--- src/hw/rtl/sacr_ram.sv ---
// Generic single-port synchronous RAM with registered read data.
module sacr_ram #(
	parameter int WIDTH = 8,
	parameter int DEPTH = 16
) (
	input  logic                     clk,
	input  logic                     we,
	input  logic [$clog2(DEPTH)-1:0] addr,
	input  logic [WIDTH-1:0]         wdata,
	output logic [WIDTH-1:0]         rdata
);

	logic [WIDTH-1:0] mem [DEPTH];

	always_ff @(posedge clk) begin
		if (we) begin
			mem[addr] <= wdata;
		end
		rdata <= mem[addr];
	end

endmodule

--- config.mk ---
export PLATFORM = sky130hd
export DESIGN_NAME = sacr_ram
export DESIGN_NICKNAME = d
export VERILOG_FILES = /design/src/hw/rtl/sacr_ram.sv
export SDC_FILE = /design/constraint.sdc
export NUM_CORES = 1
export LEC_CHECK = 0
export BUFFER_PORTS_ARGS = -buffer_cell sky130_fd_sc_hd__buf_2
export CAP_MARGIN = 20
export CORE_MARGIN = 2
export CORE_UTILIZATION = 60
export DETAILED_ROUTE_END_ITERATION = 6
export PLACE_DENSITY = 0.76
export SYNTH_ARGS = -nofsm -noshare
export SYNTH_HDL_FRONTEND = slang
export SYNTH_SLANG_ARGS = --single-unit
--- constraint.sdc ---
create_clock -name clk -period 2.8 [get_ports clk]
set_input_delay 0.7 -clock clk [delete_from_list [all_inputs] [get_ports clk]]
set_output_delay 0.7 -clock clk [all_outputs]
set_load 0.005 [all_outputs]
==> results.sh <==
export IMPL_hold_viol_final=0
export IMPL_syn_avg_cell_area_um2=22.0
export IMPL_core_area_mm2=0.00822
export IMPL_die_h_um=95.9
export IMPL_ir_drop_mv=0.423
export IMPL_power_density_mw_per_mm2=765
export IMPL_avgRoutedWirePerCell_um=24.5
export IMPL_final_common_cell="edfxtp_1"
export IMPL_io_pins=22
export IMPL_worstHoldStart="wdata[7]"
export IMPL_power_leakage_nw=1.98
export IMPL_max_stage_delay_ns=0.43
export IMPL_num_nets_final=292
export IMPL_drtIter0Drc=215
export IMPL_netlist_area_mm2=0.00507
export IMPL_grt_usage_pct=24.1
export IMPL_cp_num_buf_inv=3
export IMPL_p_sw_mw=0.918
export IMPL_synth_cell_type_count=18
export IMPL_cts_root_buffer="clkbuf_8"
export IMPL_hp_class="input pin to register"
export IMPL_fill_cells=455
export IMPL_rsz0062_at_grt="false"
export IMPL_yosysSeqAreaShare_pct=79.0
export IMPL_grt_pass1_vias=2511
export IMPL_placed_area_mm2=0.00539
export IMPL_pwr_share_clk_pct=45.0
export IMPL_synth_largest_area_cell="edfxtp_1"
export IMPL_worstSkewPairLatency_ns=0.51
export IMPL_floorplan_initialDensity_pct=61.7
export IMPL_comb_power_share_pct=4.6
export IMPL_design_area_mm2=0.00594
export IMPL_ys_warn_count=0
export IMPL_dpl_hpwl_mm=6.02
export IMPL_clk_pin_slew_ns=0.06
export IMPL_ant_nets=0
export IMPL_slew_headroom_pct=35.6
export IMPL_pwr_share_seq_pct=50.4
export IMPL_required_ns=3.01
export IMPL_layout_drive_gt1_share_pct=35.1
export IMPL_gp_congestion=0.789
export IMPL_port_buffers=21
export IMPL_skew_ns=0.00567
export IMPL_swShare_pct=20.2
export IMPL_worstSetupPathType="input pin to register"
export IMPL_crit_slowest_cell="nor2_1"
export IMPL_yosysTopAreaCellShare_pct=75.9
export IMPL_finalMaxSlewViolations=0
export IMPL_cp_top_family="buffers and inverters"
export IMPL_grt_max_degree=19
export IMPL_cts_buffer_depth=2
export IMPL_worstPathArrival_ns=2.09
export IMPL_final_cell_mix="edfxtp_1 (128), mux4_2 (32), buf_2 (21)"
export IMPL_cts_inserted_buffers=17
export IMPL_fin_setup_tns_ns=0
export IMPL_die_area_mm2=0.00920
export IMPL_grt_overflow_total=0
export IMPL_finalCritPeriodShare_pct=67.0
export IMPL_multi_input_area_mm2=0.00100
export IMPL_vias=2455
export IMPL_cts_hold_buffers=0
export IMPL_r2r_start="mem[1][4]"
export IMPL_fmax_mhz=533
export IMPL_path_max_fanout=13
export IMPL_num_rows=33
export IMPL_grt_antenna_before_repair=0
export IMPL_drc=0
export IMPL_wl_mm=9.72
export IMPL_cts_tree="done"
export IMPL_crit_chain="buf_2 -> buf_4 -> nand2b_1 -> nor2_1 -> buf_4"
export IMPL_syn_inst=230
export IMPL_startpoint_type="input pin"
export IMPL_h_tree_depth=4
export IMPL_setup_viol=0
export IMPL_dr_pass1_iters=5
export IMPL_syn_nets=244
export IMPL_die_w_um=95.9
export IMPL_maxCapViolations=0
export IMPL_status="completed"
export IMPL_crit_path_start="addr[0]"
export IMPL_tightest_slew_ns=0.963
export IMPL_crit_path_end_kind="register"
export IMPL_min_period_ns=1.88
export IMPL_cts_sinks=136
export IMPL_intPower_mw=3.63
export IMPL_cts_resized=0
export IMPL_grt_pass1_wl_mm=14.7
export IMPL_crit_top_cell="buf_4"
export IMPL_ys_ff_latch=136
export IMPL_post_cts_buffers=0
export IMPL_viasPerCell=6.20
export IMPL_area_growth_pct=17.2
export IMPL_yosys_top_cells_area="edfxtp_1 (76%), mux4_2 (14%), dfxtp_1 (3.2%)"
export IMPL_diodes=0
export IMPL_seq_area_mm2=0.00400
==> cells in the mapped netlist <==
cell and count:
and2_1 1, buf_1 4, mux4_2 32, nand2b_1 2
nor2b_1 2, a22oi_1 16, clkbuf_1 2, edfxtp_1 128
nand2_1 9, dfxtp_1 8, buf_6 2, nor2_1 13
nor3_1 4, nand3_1 1, buf_2 2, or3b_2 1
clkbuf_2 1, nand3b_1 2
==> layout make-up <==
class,instances,area share (%)
clock inverters,12,2.17
repair buffers,40,4.17
multi-input cells,83,16.9
flip-flops and latches,136,67.4
clock buffers,20,7.16
well taps,105,2.21
==> kinds of logic after synthesis <==
logic type	after synthesis	synth area share [%]
compound gates	16	2.37
mux	32	14.2
buf+inv	11	1.19
simple gates	35	3.21
flops	136	79.0
==> state kept, by name, summed over array words and instances, names as in the netlist <==
| register | cells |
|---|---|
| rdata | 8 |
| mem | 128 |
==> power groups by stage <==
stage                     logic (mW)  clock network (mW)  registers (mW)
after floorplan                0.117                   0            2.33
after global placement         0.202                   0            2.33
final                          0.208                2.05            2.29
after global routing           0.227                2.16            2.29
after detailed placement       0.207                   0            2.33
after CTS                      0.210                2.07            2.29
==> stage by stage <==
step,hold WS (ns),util (%),cells,worst slack [ns],total power [mW]
after global placement,0.653,65.6,364,0.409,2.53
after CTS,0.546,72.3,396,0.933,4.57
after global routing,0.557,72.3,396,0.808,4.68
after floorplan,0.635,-,230,0.607,2.45
final,0.568,72.3,396,0.924,4.54
after detailed placement,0.664,65.6,364,0.398,2.54
==> per-layer routing <==
layer / share of wire, % / global-route usage [%] / routed length, um
met5: 0 / 0 / 0
met2: 52 / 37.8 / 5090
met3: 6.3 / 6.73 / 611
met1: 40 / 32.7 / 3910
met4: 1.0 / 9.05 / 97
==> path summary, 6_finish.rpt <==
kind                endpoint  slack, ns  cells past startpoint
setup reg to reg    rdata[4]       1.40                      3
setup / recovery  mem[14][3]       0.92                      5
hold / removal     mem[7][7]       0.57                      1
hold reg to reg     rdata[6]       0.67                      3
Power figures use the tool's default switching activity.
