--- src/hw/rtl/sacr_pkg.sv ---
// Shared constants, types and helper functions of the set-associative tag store.
package sacr_pkg;

	// Geometry
	localparam int NUM_SETS     = 16384;
	localparam int NUM_WAYS     = 4;
	localparam int ADDRESS_BITS = 32;

	localparam int OFFSET_BITS = 2;
	localparam int INDEX_W     = $clog2(NUM_SETS);
	localparam int TAG_LSB     = OFFSET_BITS + INDEX_W;
	localparam int TAG_RAW     = ADDRESS_BITS - TAG_LSB;
	localparam int TAG_W       = (TAG_RAW > 0) ? TAG_RAW : 1;
	localparam int WAY_W       = (NUM_WAYS > 1) ? $clog2(NUM_WAYS) : 1;
	localparam int WAY_OUT_W   = 2;
	localparam int COUNT_W     = 32;
	localparam int LFSR_W      = 16;
	localparam int SEED_W      = 16;

	// Set index taken straight from the address bits, or reduced by reciprocal multiply
	localparam bit SETS_POW2 = (NUM_SETS == (1 << INDEX_W));
	localparam int QW        = ADDRESS_BITS - OFFSET_BITS;
	localparam int MOD_SH    = QW + INDEX_W;

	// Floor reciprocal of the set count; quotient low by at most one
	localparam logic [QW:0] MOD_RECIP = (QW + 1)'((64'd1 << MOD_SH) / NUM_SETS);

	localparam logic [LFSR_W-1:0]  LFSR_TAPS = 16'hB400;
	localparam logic [COUNT_W-1:0] COUNT_MAX = '1;

	// Reciprocal for the victim way reduction
	localparam logic [32:0] WAY_RECIP = 33'((64'd1 << 32) / NUM_WAYS);

	typedef enum logic {
		CMD_ACCESS = 1'b0,
		CMD_CLEAR  = 1'b1
	} cmd_t;

	typedef enum logic [2:0] {
		ST_SWEEP,
		ST_IDLE,
		ST_MOD,
		ST_READ,
		ST_LOOKUP
	} state_t;

	// One set as held in memory
	typedef struct packed {
		logic [NUM_WAYS-1:0][TAG_W-1:0] tags;
		logic [NUM_WAYS-1:0]            valid;
	} set_row_t;

	localparam int ROW_W = $bits(set_row_t);

	typedef struct packed {
		logic             hit;
		logic             evicted;
		logic [WAY_W-1:0] way;
	} lookup_t;

	// Galois LFSR, one step
	function automatic logic [LFSR_W-1:0] lfsr_step(logic [LFSR_W-1:0] s);
		logic [LFSR_W-1:0] o;
		o = s >> 1;
		if (s[0]) begin
			o = o ^ LFSR_TAPS;
		end
		return o;
	endfunction

	// x modulo NUM_WAYS by reciprocal multiply and one correction
	function automatic logic [WAY_W-1:0] victim_of(logic [LFSR_W-1:0] x);
		logic [48:0] prod;
		logic [16:0] quo;
		logic [16:0] rem;
		prod = {33'd0, x} * {16'd0, WAY_RECIP};
		quo  = prod[48:32];
		rem  = {1'b0, x} - 17'(quo * 17'(NUM_WAYS));
		if (rem >= 17'(NUM_WAYS)) begin
			rem = rem - 17'(NUM_WAYS);
		end
		return WAY_W'(rem);
	endfunction

endpackage

--- src/hw/rtl/sacr_way_select.sv ---
// Tag compare, fill and victim choice, and the updated set row.
module sacr_way_select (
	input  sacr_pkg::set_row_t               row,
	input  logic [sacr_pkg::TAG_W-1:0]       tag,
	input  logic [sacr_pkg::WAY_W-1:0]       victim,
	output sacr_pkg::lookup_t                look,
	output sacr_pkg::set_row_t               new_row
);
	import sacr_pkg::*;

	logic             hit;
	logic [WAY_W-1:0] hit_way;
	logic             free;
	logic [WAY_W-1:0] free_way;
	logic [WAY_W-1:0] sel_way;

	// Lowest matching way and lowest empty way
	always_comb begin
		hit      = 1'b0;
		hit_way  = '0;
		free     = 1'b0;
		free_way = '0;
		for (int w = NUM_WAYS - 1; w >= 0; w--) begin
			if (row.valid[w] && row.tags[w] == tag) begin
				hit     = 1'b1;
				hit_way = WAY_W'(w);
			end
			if (!row.valid[w]) begin
				free     = 1'b1;
				free_way = WAY_W'(w);
			end
		end
	end

	// Hit, else fill, else replace
	always_comb begin
		if (hit) begin
			sel_way = hit_way;
		end else if (free) begin
			sel_way = free_way;
		end else begin
			sel_way = victim;
		end
		look.hit     = hit;
		look.evicted = !hit && !free;
		look.way     = sel_way;
	end

	// Row written back on a miss
	always_comb begin
		new_row                = row;
		new_row.tags[sel_way]  = tag;
		new_row.valid[sel_way] = 1'b1;
	end

endmodule

--- config.mk ---
export PLATFORM = sky130hd
export DESIGN_NAME = sacr_way_select
export DESIGN_NICKNAME = d
export VERILOG_FILES = /design/src/hw/rtl/sacr_pkg.sv /design/src/hw/rtl/sacr_way_select.sv
export SDC_FILE = /design/constraint.sdc
export NUM_CORES = 1
export LEC_CHECK = 0
export BUFFER_PORTS_ARGS = -buffer_cell sky130_fd_sc_hd__buf_2
export CORE_ASPECT_RATIO = 0.5
export CORE_MARGIN = 5
export CORE_UTILIZATION = 37
export DETAILED_ROUTE_END_ITERATION = 12
export GPL_TIMING_DRIVEN = 1
export PLACE_DENSITY = 0.82
export SETUP_SLACK_MARGIN = 0.02
export SYNTH_ARGS = -nofsm -noshare
export SYNTH_HDL_FRONTEND = slang
export SYNTH_SLANG_ARGS = --single-unit
--- constraint.sdc ---
create_clock -name vclk -period 4.8
set_input_delay 1.44 -clock vclk [all_inputs]
set_output_delay 1.44 -clock vclk [all_outputs]
set_load 0.02 [all_outputs]
==> flow_summary.json <==
{
  "grt_pass1_vias": 2610,
  "power_density_mw_per_mm2": 129,
  "core_mm2": 0.00484,
  "routed.top_layer": "met4",
  "synth_nets": 288,
  "place_ws_ns": -0.473,
  "tightest_slew_ns": 0.360,
  "violations": "setup timing",
  "peakVddDrop_v": 0.0000738,
  "final_nets": 477,
  "fillCellCount": 241,
  "setup_viol": 68,
  "overflow": 0,
  "period_needed_ns": 5.40,
  "vias_per_cell": 5.91,
  "fmax_mhz": 185,
  "drive_gt1_share_pct": 78.1,
  "cp-end-kind": "output port",
  "grt_start_max_net_pins": 11,
  "port_buffers": 158,
  "totalWireLength_um": 11900,
  "cp-start-kind": "input port",
  "worstPathMaxFanout": 8,
  "grt.total_usage_pct": 29.0,
  "syn_area_per_cell_um2": 8.98,
  "drv_cap": 0,
  "syn_area_mm2": 0.00181,
  "synth_warnings": 0,
  "synth_cell_types": 31,
  "finalHoldViolations": 0,
  "n_antenna_cell": 0,
  "routed-via-count": 2713,
  "p_leak_uw": 0.00197,
  "crit_type": "input port to output port",
  "met3_length_um": 1070,
  "start_util_pct": 37.5,
  "die_area_mm2": 0.00649,
  "setup_slack_ns": -0.597,
  "cp.arrival_ns": 3.96,
  "drt_first_pass_iters": 5,
  "gp_congestion": 0.865,
  "area.sequential_um2": 0,
  "hold_class": "input port to output port",
  "setup_tns_ns": -36.81,
  "grt_pass1_wl_um": 14600,
  "grt_setup_unrepaired": "true",
  "pin_count": 158,
  "ys_seq_area_share_pct": 0,
  "status": "finished with violations",
  "seq_cells": 0,
  "drtAntennaViolNets": 0,
  "die_w_um": 109,
  "drc": 0,
  "met1_length_um": 4410,
  "dr.first_iter.drc_count": 276,
  "dp_hpwl_um": 6350,
  "critPathRequiredTime_ns": 3.36,
  "drv_slew": 0,
  "clkbuf_count": 0,
  "met2WireLength_um": 5560,
  "rows": 18,
  "routedWlPerCell_um": 25.9,
  "max_slew_margin_pct": 75.8,
  "die_y_um": 59.5,
  "antenna_found_initial": 0,
  "finalCritPeriodShare_pct": 112,
  "areaGrowthSynthToFinish_pct": 115,
  "synthCells": 202
}
routing by layer:
layer  global-route usage [%]  vias up
met5                        0        -
met4                     11.2        0
met3                     4.13       80
met2                     52.3      264
met1                     35.2     1291
li1                         -     1078
where the power goes:
| part | total, uW | switching (uW) | internal [uW] |
|---|---|---|---|
| clock network | 0 | 0 | 0 |
| registers | 0 | 0 | 0 |
| logic | 504 | 244 | 259 |
path summary, 6_finish.rpt:
| path | slack (ns) | startpoint | end | cells past startpoint |
|---|---|---|---|---|
| worst max-delay path | -0.60 | tag[15] | new_row[25] | 11 |
| worst min-delay path | 3.22 | row[63] | new_row[63] | 3 |
kinds of logic (layout without fill, tap and decap cells):
group	after synthesis	count (layout)	synth area share, %
XOR/XNOR	64	64	30.9
multiplexers	64	64	41.6
AND/OR/NAND/NOR	43	43	13.7
buffers and inverters	23	210	9.45
AO/OA/AOI/OAI	8	8	4.35
cells in the mapped netlist:
library cell / instances / area share [%]
nor3_1: 5 / 1.4
mux2_4: 9 / 7.4
o22a_1: 1 / 0.48
o21bai_1: 1 / 0.41
buf_4: 2 / 0.83
inv_1: 1 / 0.21
nand2_1: 10 / 2.1
nand3_1: 1 / 0.28
xnor2_1: 4 / 1.9
a21oi_2: 1 / 0.48
buf_12: 1 / 1.1
and2_2: 1 / 0.41
or2_4: 1 / 0.48
nand4_1: 4 / 1.4
o22a_2: 1 / 0.55
or3b_1: 1 / 0.48
nor2_1: 2 / 0.41
a21boi_2: 2 / 1.2
buf_6: 6 / 3.7
o21ai_0: 1 / 0.28
or2b_1: 1 / 0.41
nand3_2: 1 / 0.55
mux2_2: 55 / 34
nor4_2: 1 / 0.69
or2_2: 2 / 0.69
a21oi_4: 1 / 0.90
or2_1: 1 / 0.35
buf_2: 13 / 3.6
and3_1: 1 / 0.35
nor4_1: 11 / 3.8
xor2_1: 60 / 29
per-stage QoR:
stage | cells | util, % | hold slack [ns] | total power, uW | area, um2
2_1_floorplan | 202 | - | 3.00 | 220 | 1940
4_1_cts | 458 | 71.7 | 3.21 | 412 | 3470
3_5_place_dp | 449 | 60.7 | 3.24 | 346 | 2940
6_report | 459 | 80.5 | 3.22 | 504 | 3900
3_3_place_gp | 449 | 60.7 | 3.23 | 341 | 2940
5_1_grt | 459 | 80.5 | 3.22 | 517 | 3900
layout by cell type, fill, tap and decap left out, types with 2 or more instances in the layout:
cell type,Yosys,final
nor4_2,1,9
buf_2,13,78
buf_4,2,36
buf_6,6,81
xor2_1,60,53
nor3_1,5,4
nand3_4,0,2
xnor2_1,4,4
nand4_1,4,4
a21boi_4,0,2
buf_8,0,5
a21oi_4,1,2
xor2_2,0,7
or2_4,1,2
nor4_1,11,3
nand2_1,10,9
mux2_2,55,15
buf_12,1,6
mux2_4,9,49
nor2_1,2,2
buf_16,0,2
critical path, cell delays in order:
cell and delay, ns:
buf_6 0.11, buf_4 0.14, xor2_1 0.16, nor3_1 0.33, nand4_1 0.23, or2_4 0.32, and3_1 0.17, or3b_4 0.43
buf_8 0.17, mux2_4 0.32, buf_6 0.13
repair_timing:
item                                    CTS  global route
endpoints found under the setup margin   68            68
hold buffers                              0             0
pin swaps                                11            10
resized for setup                       111           125
cloned                                    4             1
hold endpoints to repair                  0             0
buffers inserted                          5             1
cell type report:
type / instances / area (um2) / share of cell area [%]
inverter: 1 / 3.75 / 0.0963
tap: 70 / 87.6 / 2.25
multi-input combinational: 179 / 1960 / 50.3
timing repair buffer: 209 / 1850 / 47.4
Power figures use the tool's default switching activity.
